File: config.mk
export PLATFORM = sky130hd
export DESIGN_NAME = aoqt_cell
export DESIGN_NICKNAME = d
export VERILOG_FILES = /design/src/hw/rtl/aoqt_pkg.sv /design/src/hw/rtl/aoqt_cell.sv
export SDC_FILE = /design/constraint.sdc
export NUM_CORES = 1
export LEC_CHECK = 0
export ABC_AREA = 1
export ABC_CLOCK_PERIOD_IN_PS = 10850
export BUFFER_PORTS_ARGS = -buffer_cell sky130_fd_sc_hd__buf_2
export CAP_MARGIN = 20
export CORE_AREA = 2 2 134 136
export DETAILED_ROUTE_END_ITERATION = 10
export DIE_AREA = 0 0 136 138
export GPL_TIMING_DRIVEN = 0
export PLACE_DENSITY = 0.84
export SETUP_SLACK_MARGIN = 0.1
export SLEW_MARGIN = 10
export SYNTH_ARGS = -nofsm -noshare
export SYNTH_HDL_FRONTEND = slang
export SYNTH_SLANG_ARGS = --single-unit
File: constraint.sdc
create_clock -name clk -period 10.85 [get_ports clk]
set_input_delay 1.6275 -clock clk [delete_from_list [all_inputs] [get_ports clk]]
set_output_delay 1.6275 -clock clk [all_outputs]
set_load 0.05 [all_outputs]
File: src/hw/rtl/aoqt_pkg.sv
// ----------------------------------------------------------------------------
// aoqt_pkg
// Shared types and codes for the box table with overlap query.
// ----------------------------------------------------------------------------
package aoqt_pkg;

	localparam int CAPACITY_DEF   = 32;
	localparam int COORD_BITS_DEF = 16;
	localparam int ID_W           = 16;
	localparam int KIND_W         = 2;
	localparam int STAT_W         = 2;
	localparam int OUT_USER_W     = STAT_W + 1;

	localparam logic [KIND_W-1:0] KIND_INSERT = 2'd0;
	localparam logic [KIND_W-1:0] KIND_REMOVE = 2'd1;
	localparam logic [KIND_W-1:0] KIND_QUERY  = 2'd2;
	localparam logic [KIND_W-1:0] KIND_CLEAR  = 2'd3;

	localparam logic [STAT_W-1:0] STAT_OK        = 2'd0;
	localparam logic [STAT_W-1:0] STAT_FULL      = 2'd1;
	localparam logic [STAT_W-1:0] STAT_NOT_FOUND = 2'd2;

	typedef enum logic [1:0] {
		ST_IDLE,
		ST_EVAL,
		ST_RUN
	} st_t;

	// broadcast controls for the cell row
	typedef struct packed {
		logic load;   // capture compare flag
		logic query;  // flag means overlap hit, else id match
		logic pick;   // lowest flagged cell drops its flag
		logic shift;  // cells at or above the first flag take their upper neighbor
	} cell_ctrl_t;

endpackage

File: src/hw/rtl/aoqt_cell.sv
// ----------------------------------------------------------------------------
// aoqt_cell
// One table slot: stored id and box, overlap / id compare, hit flag, and the
// priority link to its neighbors.
// ----------------------------------------------------------------------------
module aoqt_cell #(
	parameter int COORD_BITS = aoqt_pkg::COORD_BITS_DEF
) (
	input  logic                        clk,
	input  logic                        arst_n,
	input  aoqt_pkg::cell_ctrl_t        ctrl,
	input  logic                        live,
	input  logic                        wr_sel,
	input  logic [aoqt_pkg::ID_W-1:0]   q_id,
	input  logic [6*COORD_BITS-1:0]     q_box,
	input  logic [aoqt_pkg::ID_W-1:0]   nb_id,
	input  logic [6*COORD_BITS-1:0]     nb_box,
	input  logic                        below_in,
	output logic                        below_out,
	output logic                        flag,
	output logic                        sel,
	output logic [aoqt_pkg::ID_W-1:0]   id,
	output logic [6*COORD_BITS-1:0]     box
);
	import aoqt_pkg::*;

	localparam int CB = COORD_BITS;

	logic [ID_W-1:0]   id_q;
	logic [6*CB-1:0]   box_q;
	logic              flag_q;
	logic              ovl;
	logic              hit_now;

	// box layout, low to high: lo_x lo_y lo_z hi_x hi_y hi_z
	always_comb begin
		ovl = 1'b1;
		for (int ax = 0; ax < 3; ax++) begin
			if ($signed(box_q[ax*CB +: CB]) > $signed(q_box[(ax+3)*CB +: CB]) ||
			    $signed(q_box[ax*CB +: CB]) > $signed(box_q[(ax+3)*CB +: CB])) begin
				ovl = 1'b0;
			end
		end
	end

	always_comb begin
		if (ctrl.query) begin
			hit_now = live && (id_q != q_id) && ovl;
		end else begin
			hit_now = live && (id_q == q_id);
		end
	end

	assign flag      = flag_q;
	assign below_out = below_in | flag_q;
	assign sel       = flag_q & ~below_in;
	assign id        = id_q;
	assign box       = box_q;

	always_ff @(posedge clk or negedge arst_n) begin
		if (!arst_n) begin
			flag_q <= 1'b0;
		end else if (ctrl.load) begin
			flag_q <= hit_now;
		end else if (ctrl.pick && sel) begin
			flag_q <= 1'b0;
		end
	end

	always_ff @(posedge clk) begin
		if (wr_sel) begin
			id_q  <= q_id;
			box_q <= q_box;
		end else if (ctrl.shift && below_out) begin
			id_q  <= nb_id;
			box_q <= nb_box;
		end
	end

endmodule

==> results.md, run 1 <==
* Crit Reg-Reg Endpoint: flag
* H-Tree Depth at 4
* Max Buffers Root-to-Sink at 2
* Pin count of the biggest net entering global routing at slightly below 60
* Die Width at 136 um
* Leakage at ~5.6 nW
* Combinational power share at between 20% and 30%
* Hold path cells at 3
* Worst hold path class: reg2reg
* Layout Cells excl Fill at between 1.5k and 2k
* Least-Margin Pin Slew at 0.840 ns
* Final nets at around 1.6k
* # rows at 49
* Placed Instances at 1503
* Setup-failing EPs final at 0
* Switching power at around 0.00052 W
* RSZ-0062 raised after global routing: no
* Maximum fanout along the worst path at 2
* # fillers at approximately 1.6k
* Sequential power share at a little over a third
* Vias in the first global route at 7661
* Drt total wl at around 25 mm
* Post-CTS Hold Buffers at 0
* Syn Inst Count at 927
* CTS Buf Count at 17
* IO Pins at approximately 350
* Share of cells above drive strength 1 at ~30%
* Root buffer cell: clkbuf_16
* Worst hold path endpoint: flag
* Crit Reg-Reg Startpoint: box[15]
* RePlAce Congestion at between 0.8 and 0.9
* Worst r2r path cells at 13
* Pwr Density at 148 mW/mm2
* Starting DRT DRC Count at 397
* Initial antenna violation count at 2
* Final Hold Fails at 0
* WP data arrival at 2.22 ns
* Pre-antenna DRT Iters at 5
* HP Start: flag
* Min Hold Slack at approximately 0.64 ns
* Sequential cell area fraction in the yosys report at about 45%
* # Max-Cap Violations at 0
* Top cell type's share of synthesized area at between 40% and 50%
* Area leader, netlist: edfxtp_1
* Synth Register Bits at 113
* Netlist cell types at 24
* Initial Util at 43.3%
* First-pass GRT wire length at 37.5 mm
* Fmax at 260 MHz
* Core area at 0.0175 mm2
* Area delta synth->final at 34.4%
* Post-route ant nets at 0
* Die area at 0.0188 mm2
* Post-DP HPWL at about 20 mm
* Fin Setup TNS at 0 ns
* Via count at around 7.7k
* Max-slew headroom at around 44%
* Post-route DRC at 0
* CP Class: in2out
* Synth Warn # at 0
* Minimum clock period at 3.84 ns
* Final period utilization at 35.4%
* Switching Share at 34.7%
* Final Slew Violations at 0
* IR drop worst, VDD at about 0.00011 V
* Status: completed
* Die Span Y at 138 um
* Port bufs at roughly 350
* Gr usage total at approximately 26%
* Post_cts resized at 0
* Final instance area at between 0.01 and 0.015 mm2
* Core Util, Final at about 58%
* Worst setup EP type: output pin
* Clk Latency, worst-skew pair at 0.41 ns
* Int Power at just under 0.001 W
* Clock Power Share at between 30% and 40%
* Clk sinks at 113
* DP Area at roughly 0.0096 mm2
* Mean area per synthesized cell at between 8 and 9 um2
* Crit path launch type: input port
* Worst R2R Setup Slack at 8.77 ns
* Clk_skew at 0.00621 ns
* CTS tree: yes
* WL per Instance at ~16 um
* Top cells by area, synth: edfxtp_1 44%, nand2_1 18%, ha_1 16%
* Clock transition at path regs at roughly 0.060 ns
* Worst endpoint required time at a little over 9 ns
* Vias per Instance at roughly 5
* Synth Cell Area at about 0.0076 mm2
* Post-CTS Setup Repair Bufs at 0
* Syn nets at about 1.3k
* Global route overflow at 0
[Yosys cell counts]
cell type	number
clkbuf_1	18
nor3_1	4
a21oi_1	40
nand2_1	358
o21ai_0	60
nor2_1	38
a211o_1	1
o21a_1	4
xnor2_1	2
dfrtp_1	1
nand3_1	16
ha_1	96
nor4_2	1
o21bai_1	2
edfxtp_1	112
nand2_2	2
nand3b_1	1
or2_2	3
nand4_1	6
xor2_1	10
buf_2	7
inv_1	142
nor4_4	1
a21o_1	2
[worst max-delay path: stages]
cell and delay [ns]:
buf_2 0.10, or2_2 0.27, buf_2 0.21
[layout make-up]
type                    instances  area, um2  area share [%]
multi-input cells             647       3580            35.1
flip-flops and latches        113       3390            33.2
repair buffers                347       1760            17.2
inverters                     142        533            5.22
clock buffers                  18        429            4.20
well taps                     229        287            2.81
clock inverters                14        123            1.20
plain buffers                  25        103            1.01
diodes                          2       5.00          0.0490
[cells by family (layout without fill, tap and decap cells)]
family | count (synthesis) | in the layout | synth area share [%]
AO/OA/AOI/OAI | 109 | 109 | 7.49
XOR/XNOR | 12 | 12 | 1.38
adder cells (fa/ha/maj) | 96 | 96 | 15.8
buffers and inverters | 167 | 546 | 8.37
flip-flops | 113 | 113 | 44.6
other | 0 | 2 | 0
AND/OR/NAND/NOR | 430 | 430 | 22.3
[stage by stage]
step | power [W] | setup slack, ns
floorplan | 0.000837 | 5.67
global placement | 0.000970 | 3.88
detailed placement | 0.000980 | 6.68
CTS | 0.00152 | 7.01
global route | 0.00158 | 6.90
finish | 0.00151 | 7.01
[layout by cell type (no fill, tap or decap)]
cell type,netlist,routed
buf_16,0,1
bufinv_16,0,2
nor4_2,1,1
a211o_1,1,1
inv_1,142,142
nand4_1,6,6
o21bai_1,2,2
buf_2,7,353
xor2_1,10,10
nor2_1,38,38
clkinv_1,0,4
clkinv_2,0,5
edfxtp_1,112,112
nand2_1,358,357
a21o_1,2,2
nor3_1,4,4
dfrtp_1,1,1
o21ai_0,60,60
nand3_1,16,16
a21oi_1,40,40
clkinvlp_4,0,3
ha_1,96,96
o21a_1,4,4
diode_2,0,2
xnor2_1,2,2
clkbuf_16,0,17
nor4_4,1,1
nand2_4,0,1
or2_2,3,3
nand2_2,2,2
clkbuf_1,18,19
nand3b_1,1,1
[routing by layer]
layer  global-route usage [%]  up-vias  part of all wire (%)
met5                        0        -                     0
met2                     44.5      394                    49
met1                     30.7     3527                    39
met4                     12.0        0                   3.8
li1                         -     3727                     -
met3                     5.90       69                   8.8
[worst max-delay path by stage]
| stage | start | end | slack [ns] | cells past startpoint |
|---|---|---|---|---|
| final | below_in | below_out | 7.01 | 3 |
| after CTS | below_in | below_out | 7.01 | 3 |
| after floorplan | wr_sel | box[0] | 5.67 | 5 |
| after global routing | wr_sel | box[33] | 6.90 | 6 |
| after detailed placement | wr_sel | box[85] | 6.68 | 6 |
| after global placement | wr_sel | box[85] | 3.88 | 5 |
[flip-flops by register name (all words and copies together), names as in the netlist]
register  cells
box          96
id           16
flag          1
[power by group through the flow]
stage	combinational, W	clock [W]	sequential [W]
CTS	0.000423	0.000542	0.000551
finish	0.000422	0.000539	0.000552
floorplan	0.000150	0	0.000687
global route	0.000462	0.000560	0.000555
detailed placement	0.000420	0	0.000560
global placement	0.000408	0	0.000562
Power figures use the tool's default switching activity.
==> inputs of run 2 (changes only) <==
--- a/config.mk
+++ b/config.mk
@@ -6,14 +6,14 @@
 export NUM_CORES = 1
 export LEC_CHECK = 0
 export ABC_AREA = 1
-export ABC_CLOCK_PERIOD_IN_PS = 10850
+export ABC_CLOCK_PERIOD_IN_PS = 3900
 export BUFFER_PORTS_ARGS = -buffer_cell sky130_fd_sc_hd__buf_2
 export CAP_MARGIN = 20
-export CORE_AREA = 2 2 134 136
+export CORE_AREA = 2 2 137 139
 export DETAILED_ROUTE_END_ITERATION = 10
-export DIE_AREA = 0 0 136 138
+export DIE_AREA = 0 0 139 141
 export GPL_TIMING_DRIVEN = 0
-export PLACE_DENSITY = 0.84
+export PLACE_DENSITY = 0.81
 export SETUP_SLACK_MARGIN = 0.1
 export SLEW_MARGIN = 10
 export SYNTH_ARGS = -nofsm -noshare
==> constraint.sdc (replaced) <==
create_clock -name clk -period 3.9 [get_ports clk]
set_input_delay 0.585 -clock clk [delete_from_list [all_inputs] [get_ports clk]]
set_output_delay 0.585 -clock clk [all_outputs]
set_load 0.05 [all_outputs]
==> run 2 against run 1 <==
Clock power grew to 2.5 times the previous value. Worst hold slack lost 0.21 ns. Global-route usage shrank 1.5 points. Critical path depth grew 3. Power grew to 2.7 times the previous value. First-iteration DRC count grew 13%. Setup slack lost 5.5 ns. Cell count grew 0.26%. Clock skew is essentially flat. Non-clock buffer count grew 1. Critical path type is now in2reg. Largest cell class unchanged. Largest power group unchanged.
==> results.md, run 2 (synthesis gave the netlist of run 1 again) <==
* Least-Margin Pin Slew at between 0.7 and 0.8 ns
* Gr usage total at between 20 and 25%
* Crit path launch type: input port
* Root buffer cell: clkbuf_16
* Fmax at around 420 MHz
* Max Buffers Root-to-Sink at 2
* RePlAce Congestion at 0.876
* Minimum clock period at ~2.4 ns
* CTS tree: yes
* Crit path from: wr_sel
* Worst R2R Setup Slack at around 1.7 ns
* HP Start: nb_box[43]
* Vias in the first global route at between 7k and 8k
* Max-slew headroom at 51.7%
* CP Class: in2reg
* Min Hold Slack at roughly 0.43 ns
* Clk_skew at 0.00663 ns
* Crit Reg-Reg Endpoint: flag
* Worst r2r path cells at 14
* Pre-antenna DRT Iters at 5
* H-Tree Depth at 4
* Most common cell after layout, fill and taps aside: nand2_1
* Met3 Wirelength at 1.75 mm
* IO Pins at between 300 and 400
* Area delta synth->final at 34.0%
* Setup-failing EPs final at 0
* Post-route DRC at 0
* Clk Latency, worst-skew pair at slightly above 0.4 ns
* Pwr Density at roughly 400 mW/mm2
* Commonest cells after routing, fill and taps aside: 357 x nand2_1, 353 x buf_2, 142 x inv_1
* Final nets at between 1.5k and 2k
* Final instance area at 0.0102 mm2
* Die Span Y at between 100 and 150 um
* Placed Instances at 1508
* Post-route ant nets at 0
* RSZ-0062 raised after global routing: no
* Starting DRT DRC Count at between 400 and 500
* # fillers at about 1.7k
* Die area at 0.0196 mm2
* First-pass GRT wire length at 37.2 mm
* Via count at around 7.5k
* Final period utilization at a little over 60%
* Worst setup EP type: flip-flop
* Maximum fanout along the worst path at 73
* Pin count of the biggest net entering global routing at 74
* Largest register FFs at 96
* # rows at 50
* WP data arrival at between 2 and 2.5 ns
* Post-CTS Hold Buffers at 1
* Fin Setup TNS at 0 ns
* Clock transition at path regs at approximately 0.060 ns
* WL per Instance at approximately 16 um
* Initial antenna violation count at 2
* DP Area at 0.00966 mm2
* Vias per Instance at between 4 and 5
* CTS Buf Count at 17
* Drt total wl at between 20 and 25 mm
* Worst endpoint required time at 4.00 ns
* Crit Reg-Reg Startpoint: box[95]
* Post-DP HPWL at 19.7 mm
* Clk sinks at 113
* # Max-Cap Violations at 0
* Worst hold path class: in2reg
* Die Width at 139 um
* Core area at 0.0183 mm2
* Leakage at approximately 5.6 nW
* Status: completed
* Hold path cells at 3
* Initial Util at roughly two fifths
* Worst hold path endpoint: box[43]
* Final Slew Violations at 0
* Final Hold Fails at 0
* Metal-1 WL at 10.2 mm
* IR drop worst, VDD at between 0.0002 and 0.0003 V
* Layout Cells excl Fill at between 1.5k and 2k
* Global route overflow at 0
* Share of cells above drive strength 1 at about 30%
* Post-CTS Setup Repair Bufs at 0
* Top Metal Used: met5
* Port bufs at about 350
* DR WL met2 at between 10 and 15 mm
* Post_cts resized at 0
[run 2: worst max-delay path by stage]
stage | slack (ns) | end
final | 1.52 | box[16]
after global routing | 1.36 | box[65]
after CTS | 1.53 | box[23]
after detailed placement | 1.09 | box[26]
after global placement | -0.34 | box[83]
after floorplan | 0.89 | box[0]
[run 2: worst max-delay path: stages]
cell and delay, ns:
clkbuf_1 0.19, inv_1 0.13, buf_2 0.26, clkbuf_1 0.56
nand2_8 0.33, buf_16 0.34
[run 2: per-layer routing]
layer | up-vias | GRT usage [%]
met2 | 313 | 43.1
met5 | - | 0
met1 | 3446 | 29.7
met4 | 2 | 8.35
li1 | 3736 | -
met3 | 45 | 5.60
[run 2: power breakdown]
| group | leakage [nW] | switching, W | internal (W) | total [W] |
|---|---|---|---|---|
| sequential | 1.15 | 0.0000635 | 0.00147 | 0.00153 |
| clock | 0.239 | 0.000577 | 0.000796 | 0.00137 |
| combinational | 4.22 | 0.000818 | 0.000353 | 0.00117 |
| total | 5.61 | 0.00146 | 0.00262 | 0.00408 |
[run 2: area by class of cell]
class	instances	area [um2]	share of cell area (%)
diodes	1	2.50	0.0246
plain buffers	25	103	1.01
clock buffers	19	433	4.25
clock inverters	12	71.3	0.701
inverters	142	533	5.24
multi-input cells	647	3590	35.2
flip-flops and latches	113	3390	33.3
well taps	234	293	2.88
repair buffers	348	1770	17.4
[run 2: per-stage QoR]
| stage | total power [W] | util, % | setup WS, ns |
|---|---|---|---|
| 2_1_floorplan | 0.00233 | - | 0.888 |
| 3_3_place_gp | 0.00270 | 52.7 | -0.345 |
| 3_5_place_dp | 0.00273 | 52.9 | 1.09 |
| 4_1_cts | 0.00410 | 55.7 | 1.53 |
| 5_1_grt | 0.00426 | 55.7 | 1.36 |
| 6_report | 0.00408 | 55.7 | 1.52 |
==> inputs of run 3 (changes only) <==
--- a/config.mk
+++ b/config.mk
@@ -5,13 +5,13 @@
 export SDC_FILE = /design/constraint.sdc
 export NUM_CORES = 1
 export LEC_CHECK = 0
-export ABC_AREA = 1
-export ABC_CLOCK_PERIOD_IN_PS = 3900
+export ABC_AREA = 0
+export ABC_CLOCK_PERIOD_IN_PS = 2350
 export BUFFER_PORTS_ARGS = -buffer_cell sky130_fd_sc_hd__buf_2
 export CAP_MARGIN = 20
-export CORE_AREA = 2 2 137 139
+export CORE_AREA = 2 2 136 138
 export DETAILED_ROUTE_END_ITERATION = 10
-export DIE_AREA = 0 0 139 141
+export DIE_AREA = 0 0 138 140
 export GPL_TIMING_DRIVEN = 0
 export PLACE_DENSITY = 0.81
 export SETUP_SLACK_MARGIN = 0.1
==> constraint.sdc (replaced) <==
create_clock -name clk -period 2.35 [get_ports clk]
set_input_delay 0.3525 -clock clk [delete_from_list [all_inputs] [get_ports clk]]
set_output_delay 0.3525 -clock clk [all_outputs]
set_load 0.05 [all_outputs]
==> run 3 against run 2 <==
Die area decreased by 1.4%. Sequential power rose by 72%. Wire length is 7.9% lower. Utilization increased by 1.5 points. Sequential cell count unchanged. Largest power group unchanged. Non-clock buffer count fell by 12. Via count fell by 16%. Synthesized cell count fell by 33%. Area after synthesis down 2.1%.
==> results.md, run 3 <==
* Status: completed
* Clock transition at path regs at ~0.06 ns
* Synth Cell Area at approximately 0.0074 mm2
* Starting DRT DRC Count at 262
* Largest register FFs at 96
* Commonest cells after routing, fill and taps aside: 354 x buf_2, 112 x mux2_2, 112 x edfxtp_1
* Final Slew Violations at 0
* Vias per Instance at a little over 5
* First-pass GRT wire length at around 34 mm
* Crit path launch type: flip-flop
* Pwr Density at 737 mW/mm2
* Switching Share at approximately a third
* Area delta synth->final at 36.8%
* Final Hold Fails at 0
* Root buffer cell: clkbuf_16
* Worst R2R Setup Slack at around 0.17 ns
* Initial antenna violation count at 0
* Worst endpoint required time at around 2.7 ns
* Pin count of the biggest net entering global routing at 65
* WL per Instance at 18.5 um
* Inserted Diodes at 0
* Via count at between 6k and 7k
* Fmax at around 460 MHz
* CTS Buf Count at 17
* Port bufs at ~350
* Hold path cells at 2
* Crit Reg-Reg Endpoint: flag
* Top cell type's share of synthesized area at about 45%
* Area leader, netlist: edfxtp_1
* CP Class: reg2reg
* Sequential power share at a little over a third
* IO Pins at 348
* WP data arrival at 2.51 ns
* Least-Margin Pin Slew at about 0.65 ns
* # rows at 49
* Core area at approximately 0.018 mm2
* Most common cell after layout, fill and taps aside: buf_2
* Initial Util at 41.8%
* RePlAce Congestion at 0.895
* Worst r2r path cells at 8
* Pre-antenna DRT Iters at 5
* Crit Reg-Reg Startpoint: box[13]
* Share of cells above drive strength 1 at between 50 and 60%
* Final nets at 1319
* Setup-failing EPs final at 0
* Die Width at around 140 um
* Int Power at 0.00491 W
* Final period utilization at 92.8%
* Gr usage total at between 20% and 30%
* Min Hold Slack at around 0.24 ns
* # Max-Cap Violations at 0
* Post-synth ARST share at less than 1%
* Worst hold path class: in2reg
* Drt total wl at ~23 mm
* Post-route DRC at 0
* Post-route ant nets at 0
* Final WS setup at between 0.15 and 0.2 ns
* CTS tree: yes
* Worst hold path endpoint: box[57]
* Core Util, Final at 57.3%
* Clock Power Share at about a third
* Switching power at ~0.0026 W
* Worst setup EP type: flip-flop
* Max-slew headroom at between 50 and 60%
* Max Buffers Root-to-Sink at 2
* Setup WS pre-CTS at -0.831 ns
* Mean area per synthesized cell at between 10 and 15 um2
* HP Start: nb_box[57]
* Ys flop type: edfxtp_1
* Post-DP HPWL at approximately 18 mm
* H-Tree Depth at 4
* IR drop worst, VDD at around 0.00046 V
* Netlist cell types at 42
* Clk_skew at 0.00806 ns
* Commonest cells post-synth: 112 x edfxtp_1, 112 x mux2_2, 102 x inv_1, 96 x ha_1, 31 x a21oi_1
* Combinational power share at 30.6%
* Leakage at 4.97 nW
* Syn nets at 950
* Syn Inst Count at 621
* Sequential cell area fraction in the yosys report at 45.5%
* Vias in the first global route at 6345
* RSZ-0062 raised after global routing: yes
* Maximum fanout along the worst path at 3
* Clk Latency, worst-skew pair at 0.41 ns
* Die area at 0.0193 mm2
* Post-CTS Setup Repair Bufs at 0
* Die Span Y at 140 um
* Minimum clock period at about 2.2 ns
* Post-synth EDFFs at roughly 110
* Synth Warn # at 0
* Synth Register Bits at between 100 and 150
* Global route overflow at 0
* Top cells by area, synth: edfxtp_1 45%, mux2_2 17%, ha_1 16%
* Clk sinks at 113
[run 3: how the worst max path moves through the flow]
stage | cells past startpoint | end | slack (ns) | from
after floorplan | 2 | box[0] | 0.10 | flag
after global placement | 4 | box[68] | -1.02 | wr_sel
after detailed placement | 5 | box[68] | -0.83 | wr_sel
after CTS | 9 | flag | 0.12 | box[63]
after global routing | 8 | flag | 0.09 | box[25]
final | 8 | flag | 0.17 | box[13]
[run 3: metrics by stage]
step,setup TNS (ns),instance area (um2),std cells,power (W)
detailed placement,-79.45,9490,1197,0.00492
finish,0,10200,1232,0.00750
floorplan,0,7450,621,0.00419
global placement,-116.65,9470,1196,0.00486
global route,0,10200,1232,0.00782
CTS,0,10100,1231,0.00753
[run 3: layout make-up]
| class | count | area [um2] |
|---|---|---|
| Buffer | 13 | 58.8 |
| Clock buffer | 21 | 440 |
| Clock inverter | 11 | 139 |
| Fill cell | 1524 | 7600 |
| Inverter | 102 | 383 |
| Multi-Input combinational cell | 395 | 3710 |
| Sequential cell | 113 | 3390 |
| Tap cell | 229 | 287 |
| Timing Repair Buffer | 348 | 1770 |
[run 3: cells by family after synthesis]
logic type / Yosys count / share of synthesized area, %
multiplexers: 114 / 17.2
XOR/XNOR: 16 / 1.88
adder cells (fa/ha/maj): 96 / 16.1
flip-flops: 113 / 45.5
AND/OR/NAND/NOR: 87 / 6.34
buffers and inverters: 115 / 5.92
AO/OA/AOI/OAI: 80 / 6.95
[run 3: critical path: stages (launching register included)]
cell and delay, ns:
edfxtp_1 0.40, ha_1 0.34, a21o_1 0.20, a31oi_1 0.15, o211ai_1 0.14, a2111o_1 0.35
o21ai_4 0.20, o2111ai_1 0.17, o21ai_2 0.15
[run 3: routing by layer]
layer  vias to the layer above  track usage (%)  wire length, um
met2                       278             40.0            11600
li1                       3033                -                -
met3                        39             4.65             1530
met4                         0             8.22              552
met1                      3010             27.5             9120
met5                         -                0                0
[run 3: timing repair]
| item | CTS | global route |
|---|---|---|
| setup endpoints to repair | 113 | 65 |
| resized for setup | 3 | 9 |
| endpoints found under the hold margin | 1 | 0 |
| hold buffers | 1 | 0 |
| gates cloned | 1 | 1 |
| pin swaps | 0 | 2 |
[run 3: power by group through the flow]
stage	Combinational [W]	Sequential, W	Clock (W)
5_1_grt	0.00246	0.00266	0.00270
3_3_place_gp	0.00220	0.00266	0
6_report	0.00229	0.00263	0.00258
3_5_place_dp	0.00225	0.00267	0
2_1_floorplan	0.000742	0.00345	0
4_1_cts	0.00227	0.00263	0.00263
